`config.mk`:
```
export PLATFORM = sky130hd
export DESIGN_NAME = neighbor_table_with_aging_core
export DESIGN_NICKNAME = d
export VERILOG_FILES = /design/src/rtl/core/nta_pkg.sv /design/src/rtl/core/nta_entry_mem.sv /design/src/rtl/core/nta_csr.sv /design/src/rtl/core/nta_engine.sv /design/src/rtl/core/neighbor_table_with_aging_core.sv
export VERILOG_INCLUDE_DIRS = /design/src /design/src/rtl/core
export SDC_FILE = /design/constraint.sdc
export NUM_CORES = 1
export LEC_CHECK = 0
export BUFFER_PORTS_ARGS = -buffer_cell sky130_fd_sc_hd__buf_2
export CORE_MARGIN = 5
export CORE_UTILIZATION = 59
export DETAILED_ROUTE_END_ITERATION = 12
export PLACE_DENSITY = 0.83
export SLEW_MARGIN = 20
export SYNTH_ARGS = -nofsm -noshare
export SYNTH_HDL_FRONTEND = slang
export SYNTH_HIERARCHICAL = 1
export SYNTH_SLANG_ARGS = --single-unit
```
`constraint.sdc`:
```
create_clock -name clock -period 10.7 [get_ports clock]
set_input_delay 3.21 -clock clock [delete_from_list [all_inputs] [get_ports clock]]
set_output_delay 3.21 -clock clock [all_outputs]
set_load 0.05 [all_outputs]
```
`src/rtl/core/neighbor_table_with_aging_core_assert.svh`:
```
// assertion macros used by the neighbor table engine rtl
// needs signals named clock and reset in the including module
`ifndef NEIGHBOR_TABLE_WITH_AGING_CORE_ASSERT_SVH
`define NEIGHBOR_TABLE_WITH_AGING_CORE_ASSERT_SVH

// same-cycle implication, disabled during reset
`define NTA_ASSERT_IMP(lbl, ante, cons, msg) \
   lbl: assert property (@(posedge clock) disable iff (reset) (ante) |-> (cons)) \
      else $error(msg);

// next-cycle implication, disabled during reset
`define NTA_ASSERT_NXT(lbl, ante, cons, msg) \
   lbl: assert property (@(posedge clock) disable iff (reset) (ante) |=> (cons)) \
      else $error(msg);

`endif

```
`src/rtl/core/nta_pkg.sv`:
```
// types and constants of the neighbor table with aging
// no dependencies; used by every module of the block
package nta_pkg;

   // command kinds on the request channel
   localparam logic CMD_HELLO = 1'b0;
   localparam logic CMD_TICK  = 1'b1;

   // result status codes
   localparam logic [1:0] ST_REFRESHED = 2'd0;
   localparam logic [1:0] ST_ADDED     = 2'd1;
   localparam logic [1:0] ST_FULL      = 2'd2;
   localparam logic [1:0] ST_TICK      = 2'd3;

   // configuration register indexes and reset values
   localparam int         CSR_AW           = 3;
   localparam logic       REG_TIMEOUT      = 1'b0;
   localparam logic       REG_INTERVAL     = 1'b1;
   localparam logic [7:0] TIMEOUT_RST      = 8'd15;
   localparam logic [7:0] INTERVAL_RST     = 8'd30;

   // stream widths
   localparam int REQ_TDATA_W = 104;
   localparam int RSP_TDATA_W = 32;

   // saturation limit of the 5 bit counters
   localparam logic [4:0] CNT_MAX = 5'd31;

   typedef enum logic [1:0] {
      S_IDLE,
      S_SCAN,
      S_UPDATE,
      S_DONE
   } state_type;

   typedef struct packed {
      logic [7:0] timeout;
      logic [7:0] interval;
   } cfg_type;

   typedef struct packed {
      logic        cmd;
      logic [1:0]  ifx;
      logic [31:0] rid;
      logic [31:0] addr;
      logic [31:0] mask;
   } item_type;

   // one table entry as stored in the entry memory
   typedef struct packed {
      logic [1:0]  iface;
      logic [31:0] rid;
      logic [31:0] addr;
      logic [31:0] mask;
      logic [7:0]  heard;
   } entry_type;

   typedef struct packed {
      logic [1:0]  status;
      logic        send;
      logic [15:0] seq;
      logic [4:0]  count;
      logic [4:0]  removed;
   } rsp_type;

endpackage

```
`src/rtl/core/nta_entry_mem.sv`:
```
// neighbor entry memory: one write port, one read port, registered read data
// depends on nta_pkg for the entry layout
module nta_entry_mem #(
   parameter int DEPTH = 16,
   parameter int AW    = 4
) (
   input  logic                clock,
   input  logic                wr_en,
   input  logic [AW-1:0]       wr_addr,
   input  nta_pkg::entry_type  wr_data,
   input  logic                rd_en,
   input  logic [AW-1:0]       rd_addr,
   output nta_pkg::entry_type  rd_data
);

   nta_pkg::entry_type mem_ff [DEPTH];
   nta_pkg::entry_type rd_data_ff;

   // write port
   always_ff @(posedge clock) begin
      if (wr_en) begin
         mem_ff[wr_addr] <= wr_data;
      end
   end

   // read port, registered
   always_ff @(posedge clock) begin
      if (rd_en) begin
         rd_data_ff <= mem_ff[rd_addr];
      end
   end

   assign rd_data = rd_data_ff;

endmodule

```
`src/rtl/core/nta_csr.sv`:
```
// apb-style register file: neighbor timeout and lsu interval
// depends on nta_pkg for register indexes and reset values
module nta_csr (
   input  logic                        clock,
   input  logic                        reset,
   input  logic                        psel,
   input  logic                        penable,
   input  logic                        pwrite,
   input  logic [nta_pkg::CSR_AW-1:0]  paddr,
   input  logic [31:0]                 pwdata,
   output logic [31:0]                 prdata,
   output logic                        pready,
   output nta_pkg::cfg_type            cfg
);

   logic [7:0] timeout_ff, timeout_in;
   logic [7:0] interval_ff, interval_in;
   logic       wr_hit;
   logic       reg_idx;

   assign pready  = 1'b1;
   assign wr_hit  = psel & penable & pwrite;
   assign reg_idx = paddr[2];

   // write decode
   always_comb begin
      timeout_in  = timeout_ff;
      interval_in = interval_ff;
      if (wr_hit) begin
         case (reg_idx)
            nta_pkg::REG_TIMEOUT:  timeout_in  = pwdata[7:0];
            nta_pkg::REG_INTERVAL: interval_in = pwdata[7:0];
            default: ;
         endcase
      end
   end

   always_ff @(posedge clock) begin
      if (reset) begin
         timeout_ff  <= nta_pkg::TIMEOUT_RST;
         interval_ff <= nta_pkg::INTERVAL_RST;
      end else begin
         timeout_ff  <= timeout_in;
         interval_ff <= interval_in;
      end
   end

   // read mux
   always_comb begin
      case (reg_idx)
         nta_pkg::REG_TIMEOUT:  prdata = {24'd0, timeout_ff};
         nta_pkg::REG_INTERVAL: prdata = {24'd0, interval_ff};
         default:               prdata = 32'd0;
      endcase
   end

   assign cfg.timeout  = timeout_ff;
   assign cfg.interval = interval_ff;

endmodule

```
`src/rtl/core/nta_engine.sv`:
```
// sweep engine: walks the entry memory for hello lookup and tick aging,
// holds valid bits, interface counts, seconds clock and lsu state
// depends on nta_pkg, nta_entry_mem and the assertion macro header
`include "neighbor_table_with_aging_core_assert.svh"

module nta_engine #(
   parameter int TABLE_SLOTS = 16,
   parameter int IFACE_COUNT = 4
) (
   input  logic               clock,
   input  logic               reset,
   input  nta_pkg::cfg_type   cfg,
   input  logic               req_valid,
   output logic               req_ready,
   input  nta_pkg::item_type  req_item,
   input  logic               out_free,
   output logic               res_valid,
   output nta_pkg::rsp_type   res
);

   localparam int              AW       = $clog2(TABLE_SLOTS);
   localparam int              CW       = AW + 1;
   localparam logic [AW-1:0]   LAST_IDX = AW'(TABLE_SLOTS - 1);
   localparam logic [CW-1:0]   SLOTS_C  = CW'(TABLE_SLOTS);

   nta_pkg::state_type  state_ff, state_in;
   nta_pkg::item_type   item_ff, item_in;
   logic [CW-1:0]       issue_ff, issue_in;
   logic                proc_vld_ff, proc_vld_in;
   logic [AW-1:0]       proc_idx_ff, proc_idx_in;
   logic                hit_ff, hit_in;
   logic                free_ok_ff, free_ok_in;
   logic [AW-1:0]       free_idx_ff, free_idx_in;
   logic [4:0]          removed_ff, removed_in;
   logic [TABLE_SLOTS-1:0] valid_ff, valid_in;
   logic [4:0]          count_ff [IFACE_COUNT];
   logic [4:0]          count_in [IFACE_COUNT];
   logic [7:0]          sec_ff, sec_in;
   logic [7:0]          cdown_ff, cdown_in;
   logic [15:0]         seq_ff, seq_in;
   nta_pkg::rsp_type    res_ff, res_in;

   logic                mem_rd_en;
   logic [AW-1:0]       mem_rd_addr;
   nta_pkg::entry_type  mem_rd_data;
   logic                mem_wr_en;
   logic [AW-1:0]       mem_wr_addr;
   nta_pkg::entry_type  mem_wr_data;

   logic                proc_valid;
   logic [7:0]          age;
   logic [4:0]          cnt_sel;
   logic [4:0]          cnt_inc;
   logic                iface_ok;
   logic                req_fire;
   logic [CW-1:0]       proc_next;

   nta_entry_mem #(
      .DEPTH (TABLE_SLOTS),
      .AW    (AW)
   ) u_mem (
      .clock   (clock),
      .wr_en   (mem_wr_en),
      .wr_addr (mem_wr_addr),
      .wr_data (mem_wr_data),
      .rd_en   (mem_rd_en),
      .rd_addr (mem_rd_addr),
      .rd_data (mem_rd_data)
   );

   // helpers for the slot under compare
   assign proc_valid = valid_ff[proc_idx_ff];
   assign age        = sec_ff - mem_rd_data.heard;
   assign iface_ok   = int'(item_ff.ifx) < IFACE_COUNT;
   assign req_fire   = req_valid & req_ready;
   assign proc_next  = {1'b0, proc_idx_ff} + CW'(1);

   // count of the hello's interface, and its saturated increment
   always_comb begin
      cnt_sel = 5'd0;
      for (int k = 0; k < IFACE_COUNT; k++) begin
         if (int'(item_ff.ifx) == k) begin
            cnt_sel = count_ff[k];
         end
      end
      cnt_inc = (cnt_sel == nta_pkg::CNT_MAX) ? cnt_sel : cnt_sel + 5'd1;
   end

   // next state and datapath control
   always_comb begin
      state_in    = state_ff;
      item_in     = item_ff;
      issue_in    = issue_ff;
      proc_vld_in = 1'b0;
      proc_idx_in = proc_idx_ff;
      hit_in      = hit_ff;
      free_ok_in  = free_ok_ff;
      free_idx_in = free_idx_ff;
      removed_in  = removed_ff;
      valid_in    = valid_ff;
      count_in    = count_ff;
      sec_in      = sec_ff;
      cdown_in    = cdown_ff;
      seq_in      = seq_ff;
      res_in      = res_ff;
      mem_rd_en   = 1'b0;
      mem_rd_addr = issue_ff[AW-1:0];
      mem_wr_en   = 1'b0;
      mem_wr_addr = proc_idx_ff;
      mem_wr_data = mem_rd_data;
      req_ready   = 1'b0;
      res_valid   = 1'b0;

      case (state_ff)
         nta_pkg::S_IDLE: begin
            req_ready = 1'b1;
            if (req_valid) begin
               item_in     = req_item;
               issue_in    = '0;
               hit_in      = 1'b0;
               free_ok_in  = 1'b0;
               free_idx_in = '0;
               removed_in  = 5'd0;
               if (req_item.cmd == nta_pkg::CMD_TICK) begin
                  sec_in   = sec_ff + 8'd1;
                  state_in = nta_pkg::S_SCAN;
               end else if (int'(req_item.ifx) < IFACE_COUNT) begin
                  state_in = nta_pkg::S_SCAN;
               end else begin
                  state_in = nta_pkg::S_UPDATE;
               end
            end
         end

         nta_pkg::S_SCAN: begin
            // issue one read a cycle
            mem_rd_en   = issue_ff < SLOTS_C;
            proc_vld_in = mem_rd_en;
            proc_idx_in = issue_ff[AW-1:0];
            if (mem_rd_en) begin
               issue_in = issue_ff + CW'(1);
            end
            // compare the slot read last cycle
            if (proc_vld_ff) begin
               if (item_ff.cmd == nta_pkg::CMD_HELLO) begin
                  if (proc_valid && !hit_ff && mem_rd_data.iface == item_ff.ifx &&
                      mem_rd_data.rid == item_ff.rid) begin
                     hit_in            = 1'b1;
                     mem_wr_en         = 1'b1;
                     mem_wr_data.heard = sec_ff;
                  end
                  if (!proc_valid && !free_ok_ff) begin
                     free_ok_in  = 1'b1;
                     free_idx_in = proc_idx_ff;
                  end
               end else if (proc_valid && age >= cfg.timeout) begin
                  valid_in[proc_idx_ff] = 1'b0;
                  if (removed_ff != nta_pkg::CNT_MAX) begin
                     removed_in = removed_ff + 5'd1;
                  end
                  for (int k = 0; k < IFACE_COUNT; k++) begin
                     if (int'(mem_rd_data.iface) == k && count_ff[k] != 5'd0) begin
                        count_in[k] = count_ff[k] - 5'd1;
                     end
                  end
               end
               if (proc_idx_ff == LAST_IDX) begin
                  state_in = nta_pkg::S_UPDATE;
               end
            end
         end

         nta_pkg::S_UPDATE: begin
            res_in.send    = 1'b0;
            res_in.count   = 5'd0;
            res_in.removed = 5'd0;
            if (item_ff.cmd == nta_pkg::CMD_TICK) begin
               res_in.status  = nta_pkg::ST_TICK;
               res_in.removed = removed_ff;
               if (cdown_ff <= 8'd1) begin
                  seq_in      = seq_ff + 16'd1;
                  cdown_in    = cfg.interval;
                  res_in.send = 1'b1;
               end else begin
                  cdown_in = cdown_ff - 8'd1;
               end
            end else if (!iface_ok) begin
               res_in.status = nta_pkg::ST_FULL;
            end else if (hit_ff) begin
               res_in.status = nta_pkg::ST_REFRESHED;
               res_in.count  = cnt_sel;
            end else if (free_ok_ff) begin
               // insert into the lowest free slot
               mem_wr_en         = 1'b1;
               mem_wr_addr       = free_idx_ff;
               mem_wr_data.iface = item_ff.ifx;
               mem_wr_data.rid   = item_ff.rid;
               mem_wr_data.addr  = item_ff.addr;
               mem_wr_data.mask  = item_ff.mask;
               mem_wr_data.heard = sec_ff;
               valid_in[free_idx_ff] = 1'b1;
               for (int k = 0; k < IFACE_COUNT; k++) begin
                  if (int'(item_ff.ifx) == k) begin
                     count_in[k] = cnt_inc;
                  end
               end
               seq_in        = seq_ff + 16'd1;
               cdown_in      = cfg.interval;
               res_in.status = nta_pkg::ST_ADDED;
               res_in.send   = 1'b1;
               res_in.count  = cnt_inc;
            end else begin
               res_in.status = nta_pkg::ST_FULL;
               res_in.count  = cnt_sel;
            end
            res_in.seq = seq_in;
            state_in   = nta_pkg::S_DONE;
         end

         nta_pkg::S_DONE: begin
            res_valid = 1'b1;
            if (out_free) begin
               state_in = nta_pkg::S_IDLE;
            end
         end

         default: state_in = nta_pkg::S_IDLE;
      endcase
   end

   // control state
   always_ff @(posedge clock) begin
      if (reset) begin
         state_ff    <= nta_pkg::S_IDLE;
         proc_vld_ff <= 1'b0;
         valid_ff    <= '0;
         sec_ff      <= 8'd0;
         cdown_ff    <= nta_pkg::INTERVAL_RST;
         seq_ff      <= 16'd0;
         for (int k = 0; k < IFACE_COUNT; k++) begin
            count_ff[k] <= 5'd0;
         end
      end else begin
         state_ff    <= state_in;
         proc_vld_ff <= proc_vld_in;
         valid_ff    <= valid_in;
         sec_ff      <= sec_in;
         cdown_ff    <= cdown_in;
         seq_ff      <= seq_in;
         count_ff    <= count_in;
      end
   end

   // per-item working registers
   always_ff @(posedge clock) begin
      item_ff     <= item_in;
      issue_ff    <= issue_in;
      proc_idx_ff <= proc_idx_in;
      hit_ff      <= hit_in;
      free_ok_ff  <= free_ok_in;
      free_idx_ff <= free_idx_in;
      removed_ff  <= removed_in;
      res_ff      <= res_in;
   end

   assign res = res_ff;

   // checks
   `NTA_ASSERT_IMP(a_rw_apart, mem_wr_en && mem_rd_en, mem_wr_addr != mem_rd_addr, "entry memory read and write hit the same slot")
   `NTA_ASSERT_IMP(a_insert_free, mem_wr_en && state_ff == nta_pkg::S_UPDATE, !valid_ff[mem_wr_addr], "insert overwrote a valid entry")
   `NTA_ASSERT_IMP(a_sweep_step, proc_vld_ff && state_ff == nta_pkg::S_SCAN, issue_ff == proc_next, "sweep read and compare pointers out of step")
   `NTA_ASSERT_NXT(a_busy_after_accept, req_fire, state_ff != nta_pkg::S_IDLE, "engine idle right after accepting a word")

endmodule

```
`src/rtl/core/neighbor_table_with_aging_core.sv`:
```
// Neighbor table with aging: top level.
// Request channel (req_): one word per hello or one second tick; tuser is the
// command (0 hello, 1 tick), tdata carries interface, router id, address and
// mask. Response channel (rsp_): exactly one word per request, in order;
// tuser is the status, tdata carries the lsu flag, sequence, interface count
// and aged-out count. Configuration (csr_): apb-style, timeout at 0x0 and lsu
// interval at 0x4, to be written by the user only while the block is idle; the
// block itself does not enforce this. Every request walks all TABLE_SLOTS
// entries of the entry memory, one slot a cycle through its single read port;
// a hello on an interface beyond IFACE_COUNT skips the walk.
// One request is in work at a time; the next one is taken as soon as the
// previous response sits in the output register.
// Reset clears all valid bits, counts, the seconds clock and the sequence and
// reloads the lsu countdown; no clearing pass is needed. If rsp_tready is low
// the response holds in the output register and the engine, once finished
// with the next word, waits for the register to drain.
module neighbor_table_with_aging_core #(
   parameter int TABLE_SLOTS = 16,
   parameter int IFACE_COUNT = 4
) (
   input  logic                             clock,
   input  logic                             reset,
   // request stream
   input  logic                             req_tvalid,
   output logic                             req_tready,
   // tdata: iface_index[1:0], neighbor_rid[33:2], neighbor_addr[65:34],
   // neighbor_netmask[97:66], zero fill above
   input  logic [nta_pkg::REQ_TDATA_W-1:0]  req_tdata,
   // tuser: cmd
   input  logic                             req_tuser,
   // response stream
   output logic                             rsp_tvalid,
   input  logic                             rsp_tready,
   // tdata: lsu_trigger[0], lsu_seq[16:1], iface_neighbor_count[21:17],
   // removed_count[26:22], zero fill above
   output logic [nta_pkg::RSP_TDATA_W-1:0]  rsp_tdata,
   // tuser: status
   output logic [1:0]                       rsp_tuser,
   // configuration port
   input  logic                             csr_psel,
   input  logic                             csr_penable,
   input  logic                             csr_pwrite,
   input  logic [nta_pkg::CSR_AW-1:0]       csr_paddr,
   input  logic [31:0]                      csr_pwdata,
   output logic [31:0]                      csr_prdata,
   output logic                             csr_pready
);

   nta_pkg::cfg_type   cfg;
   nta_pkg::item_type  item;
   nta_pkg::rsp_type   res;
   logic               res_valid;
   logic               out_free;
   logic               rsp_valid_ff, rsp_valid_in;
   nta_pkg::rsp_type   rsp_ff, rsp_in;

   nta_csr u_csr (
      .clock   (clock),
      .reset   (reset),
      .psel    (csr_psel),
      .penable (csr_penable),
      .pwrite  (csr_pwrite),
      .paddr   (csr_paddr),
      .pwdata  (csr_pwdata),
      .prdata  (csr_prdata),
      .pready  (csr_pready),
      .cfg     (cfg)
   );

   // unpack the request word
   assign item.cmd  = req_tuser;
   assign item.ifx  = req_tdata[1:0];
   assign item.rid  = req_tdata[33:2];
   assign item.addr = req_tdata[65:34];
   assign item.mask = req_tdata[97:66];

   nta_engine #(
      .TABLE_SLOTS (TABLE_SLOTS),
      .IFACE_COUNT (IFACE_COUNT)
   ) u_engine (
      .clock     (clock),
      .reset     (reset),
      .cfg       (cfg),
      .req_valid (req_tvalid),
      .req_ready (req_tready),
      .req_item  (item),
      .out_free  (out_free),
      .res_valid (res_valid),
      .res       (res)
   );

   // output register
   assign out_free = !rsp_valid_ff || rsp_tready;

   always_comb begin
      rsp_valid_in = rsp_valid_ff;
      rsp_in       = rsp_ff;
      if (res_valid && out_free) begin
         rsp_valid_in = 1'b1;
         rsp_in       = res;
      end else if (rsp_tready) begin
         rsp_valid_in = 1'b0;
      end
   end

   always_ff @(posedge clock) begin
      if (reset) begin
         rsp_valid_ff <= 1'b0;
      end else begin
         rsp_valid_ff <= rsp_valid_in;
      end
   end

   always_ff @(posedge clock) begin
      rsp_ff <= rsp_in;
   end

   // pack the response word
   assign rsp_tvalid = rsp_valid_ff;
   assign rsp_tuser  = rsp_ff.status;
   assign rsp_tdata  = {5'd0, rsp_ff.removed, rsp_ff.count, rsp_ff.seq, rsp_ff.send};

endmodule

```
==> results of run 1 <==
[worst paths after layout]
path                              from                             to  slack (ps)  cells past startpoint
hold reg to reg       u_engine/res[23]                  rsp_tdata[14]         420                      0
setup / recovery          csr_paddr[2]                  csr_prdata[6]        3460                      3
setup reg to reg  u_engine/item_ff[96]  u_engine/u_mem/mem_ff[15][97]        5740                     11
hold / removal        u_engine/res[23]                  rsp_tdata[14]         420                      0
[report_power, final]
part           internal [mW]  switching [mW]  total, mW
Sequential              4.62           0.210       4.83
Combinational           1.00            1.74       2.75
Clock                   1.80            1.34       3.14
Total                   7.43            3.30       10.7
[per-stage QoR]
step | worst slack, ps | instances | hold WS [ps] | power, mW | utilization
2_1_floorplan | 3710 | 2249 | 400 | 6.84 | -
3_3_place_gp | 3460 | 3062 | 404 | 7.40 | 0.612
3_5_place_dp | 3430 | 3063 | 405 | 7.55 | 0.612
4_1_cts | 3430 | 3223 | 418 | 10.7 | 0.659
5_1_grt | 3410 | 3226 | 430 | 11.1 | 0.659
6_report | 3460 | 3226 | 418 | 10.7 | 0.659
[critical path, delay by kind of cell]
kind,cells,cell delay [ps]
buffers and inverters,2,440
multiplexers,1,370
[metal layers]
metal	track usage	vias to the layer above	wire length, µm
met1	0.352	10400	31200
met5	0	-	0
met3	0.0467	263	9650
met2	0.428	1459	43900
met4	0.0971	0	3620
li1	-	8733	-
[sequential cells by signal, indices dropped and copies added (netlist names), 4 cells and up]
register and count:
u_engine/sec_ff 8, u_engine/seq_ff 16, u_engine/u_mem/rd_data 42, u_csr/interval_ff 8, rsp_tdata 27, u_engine/u_mem/mem_ff 672, u_csr/timeout_ff 8, u_engine/proc_idx_ff 4
u_engine/cdown_ff 8, u_engine/res 29, u_engine/valid_ff 16, u_engine/count_ff 20, u_engine/issue_ff 5, u_engine/item_ff 35, u_engine/removed_ff 5, u_engine/free_idx_ff 4
[final cells by class]
class	count	area, µm²
inverter	51	191
fill	3918	21400
sequential	915	26600
clock inverter	43	532
multi-input combinational	1119	9920
clock buffer	117	2380
timing repair buffer	135	835
tap	846	1060
==> metrics.cfg, run 1 <==
[clock_network]
cts_buffers = 88
hold_buffers = 0
cts_root_buf = clkbuf_16
cts_resized = 0
cts.path.max_buffers = 3
cts_tree = done
postCtsSetupBuffers = 0
h-tree-depth = 3
clk_latency_ps = 660
path_clk_slew_ps = 60
cts.sinks = 915

[drt]
postRouteAntennaNets = 0
wl_per_cell_um = 27.4
drt-initial-drc-count = 2989
drcViolationCount = 0
vias_per_cell = 6.48
dr_total_vias = 20900
drt-total-wl_um = 88400
first_pass_iters = 6

[global_route]
antenna_found_initial = 0
overflow = 0
grt_use_total = 0.259
grt_pass1_wl_um = 132000
first_global_vias = 21000
grt_max_degree = 121

[timing]
setup_viol = 0
setup-tns-final_ps = 0
skew_ps = 41.9
fin_crit_sh = 0.677
tightestPinTransition_ps = 1140
maxSlewHeadroom = 0.236
min_period_ps = 7240
fmax_ghz = 0.138
hold_viol_final = 0
slew_viol_final = 0
rsz0062_at_grt = false

[placed_design]
place_area_um2 = 38600
place_congestion = 0.872
dp_hpwl_um = 45100
port_buffers = 89

[run]
maxCapViolCount = 0

[floorplan]
row_count = 92
die_h_um = 262
dieArea_um2 = 68500
die_w_um = 262
ioPinCount = 216
fp.coreArea_um2 = 63000
initial_core_util = 0.594

[final_layout]
synthToLayoutAreaGrowth_pct = 11.0
num_antenna_cells = 0
drive_gt1_frac = 0.207
final_nets = 2490
final_common_cell = edfxtp_1
layout_common_cells = 827 x edfxtp_1, 212 x nand2_1, 175 x mux4_2, 104 x nor2_1
finalInstanceArea_um2 = 41500

[status]
status = finished, final reports clean

[synthesis]
synthCells = 2222
synth.avg_cell_area_um2 = 16.8
synth.yosys.warnings = 6
netlist_area_um2 = 37400

[power_and_ir_drop]
p_per_area_nw_per_um2 = 258
worst_ir_drop_vdd_uv = 217
p_leak_nw = 13.9

[setup_path]
critPathMaxFanout = 11
worstPathCellList = buf_2 > mux2_2 > buf_2
slowest_stage = mux2_2
cpMostUsedCell = buf_2
start_kind = input pin
end_kind = output port
critPathMaxStageDelay_ps = 370
required_ps = 7490
arrival_ps = 4030
critPathKind = input pin to output port

[worst_hold_path]
min_path_type = register to register

No activity file was read; power rests on OpenSTA's default activity.
==> run 2: changes to the inputs <==
- clock period: 10.7 -> 6.25 ns (I/O delays scaled with it)
==> run 2 against run 1 <==
  * Total power increased by 70%
  * Sequential cell count unchanged
  * Critical path type unchanged
  * Clock power increased by 70%
  * Highest routed layer is now met5
==> metrics.cfg, run 2 (synthesis results as in run 1) <==
[global_route]
grt_pass1_wl_um = 130000  ; -2.1%
met2_usage = 0.436  ; +0.00830
grt_use_total = 0.255  ; -0.00423
overflow = 0  ; unchanged
antenna_found_initial = 1  ; +1
grt_max_degree = 172  ; +42%
top_usage_layer = met2
met3_usage = 0.0508  ; +0.00413
use_met1 = 0.327  ; -0.0252
first_global_vias = 21000  ; +0.081%

[timing]
skew_ps = 32.5  ; -9.45 ps
setup_viol = 0  ; unchanged
fmax_ghz = 0.217
rsz0062_at_grt = false
slew_viol_final = 0  ; unchanged
setup-tns-final_ps = 0  ; unchanged
maxSlewHeadroom = 0.0966  ; -0.140
hold_viol_final = 0  ; unchanged
whs_ps = 417  ; -0.418 ps
final.setup.worst_slack_ps = 1630  ; -1820 ps
tightestPinTransition_ps = 1360  ; +219 ps
fin_crit_sh = 0.738
min_period_ps = 4620

[placed_design]
dp_cells = 3062  ; -0.033%
port_buffers = 89  ; unchanged
dp_hpwl_um = 44900  ; -0.56%
place_congestion = 0.844  ; -3.2%
post-place-ws_ps = 1630  ; -1800 ps
place_area_um2 = 38600  ; +0.12%

[clock_network]
postCtsSetupBuffers = 0  ; unchanged
cts_buffers = 88  ; unchanged
h-tree-depth = 3  ; unchanged
path_clk_slew_ps = 60  ; about the same
cts.path.max_buffers = 3  ; unchanged
cts_tree = done
hold_buffers = 0  ; unchanged
clk_latency_ps = 660  ; about the same
cts.sinks = 915  ; unchanged
cts_root_buf = clkbuf_16
cts_resized = 0  ; unchanged

[final_layout]
fillers = 3959  ; +1.0%
registers.top_by_ff_count = u_engine/u_mem/mem_ff
layout_common_cells = 827 x edfxtp_1, 212 x nand2_1, 175 x mux4_2, 104 x nor2_1, 90 x a22oi_1
multi_input_area_um2 = 9920  ; about the same
num_antenna_cells = 0  ; unchanged
synthToLayoutAreaGrowth_pct = 11.0  ; about the same
regArea_um2 = 26600  ; unchanged
drive_gt1_frac = 0.207  ; about the same
instances_no_fill = 3225  ; -0.031%
finalInstanceArea_um2 = 41500  ; about the same
fin_util = 0.659  ; about the same
largest_register_ffs = 672  ; unchanged
final_common_cell = edfxtp_1
final_nets = 2487  ; -0.12%

[power_and_ir_drop]
seqPwrFrac = 0.452  ; +0.002
switching_share = 0.305  ; -0.00208
p_int_mw = 12.7  ; +71%
p_leak_nw = 13.9  ; about the same
power_frac_comb = 0.255  ; about the same
p_switching_mw = 5.58  ; +69%
power_mw = 18.3  ; +70%
worst_ir_drop_vdd_uv = 432  ; +99%
p_clk_frac = 0.293  ; about the same
p_per_area_nw_per_um2 = 440  ; +70%

[drt]
first_pass_iters = 5  ; -1
drcViolationCount = 0  ; unchanged
vias_per_cell = 6.41  ; -1.0%
postRouteAntennaNets = 0  ; unchanged
drt-total-wl_um = 87000  ; -1.6%
dr_total_vias = 20700  ; -1.1%
wl_per_cell_um = 27.0  ; -1.6%
drt-initial-drc-count = 2706  ; -9.5%

[setup_path]
start_kind = input pin
arrival_ps = 2740  ; -1290 ps
end_kind = output port
critPathKind = input pin to output port
critPathMaxFanout = 11  ; unchanged
required_ps = 4380  ; -3110 ps

[floorplan]
die_w_um = 262  ; unchanged
ioPinCount = 216  ; unchanged
dieArea_um2 = 68500  ; unchanged
die_h_um = 262  ; unchanged
fp.coreArea_um2 = 63000  ; unchanged
row_count = 92  ; unchanged
initial_core_util = 0.594  ; unchanged

[run]
maxCapViolCount = 0  ; unchanged

[status]
status = finished, final reports clean

[worst_hold_path]
min_path_type = register to register

[run 2: path summary, 6_finish.rpt]
kind / start / to / slack [ps] / depth (start not counted)
worst min register to register: u_engine/res[18] / rsp_tdata[9] / 420 / 0
worst max register to register: u_engine/sec_ff[0] / u_engine/count_ff[9] / 1710 / 16
worst max-delay path: csr_paddr[2] / csr_prdata[7] / 1630 / 3
worst min-delay path: u_engine/res[18] / rsp_tdata[9] / 420 / 0
[run 2: critical path, stage by stage]
cell	delay, ps
buf_2	250
mux2_2	390
buf_2	220
[run 2: final cells by class]
| type | instances | area share |
|---|---|---|
| timing repair buffer | 132 | 0.0203 |
| multi-input combinational | 1119 | 0.239 |
| clock inverter | 55 | 0.0144 |
| clock buffer | 107 | 0.0555 |
| inverter | 51 | 0.00461 |
| sequential | 915 | 0.641 |
| tap | 846 | 0.0255 |
[run 2: power by group through the flow]
stage	clock network, mW	logic [mW]	registers, mW
detailed placement	0	4.54	8.37
global placement	0	4.34	8.33
floorplan	0	3.44	8.28
global route	5.73	4.98	8.29
CTS	5.42	4.61	8.25
finish	5.34	4.66	8.25
[run 2: routing by layer]
layer,part of all wire,vias up
li1,-,8759
met3,0.097,236
met5,0.00015,-
met1,0.35,10400
met4,0.040,2
met2,0.51,1242
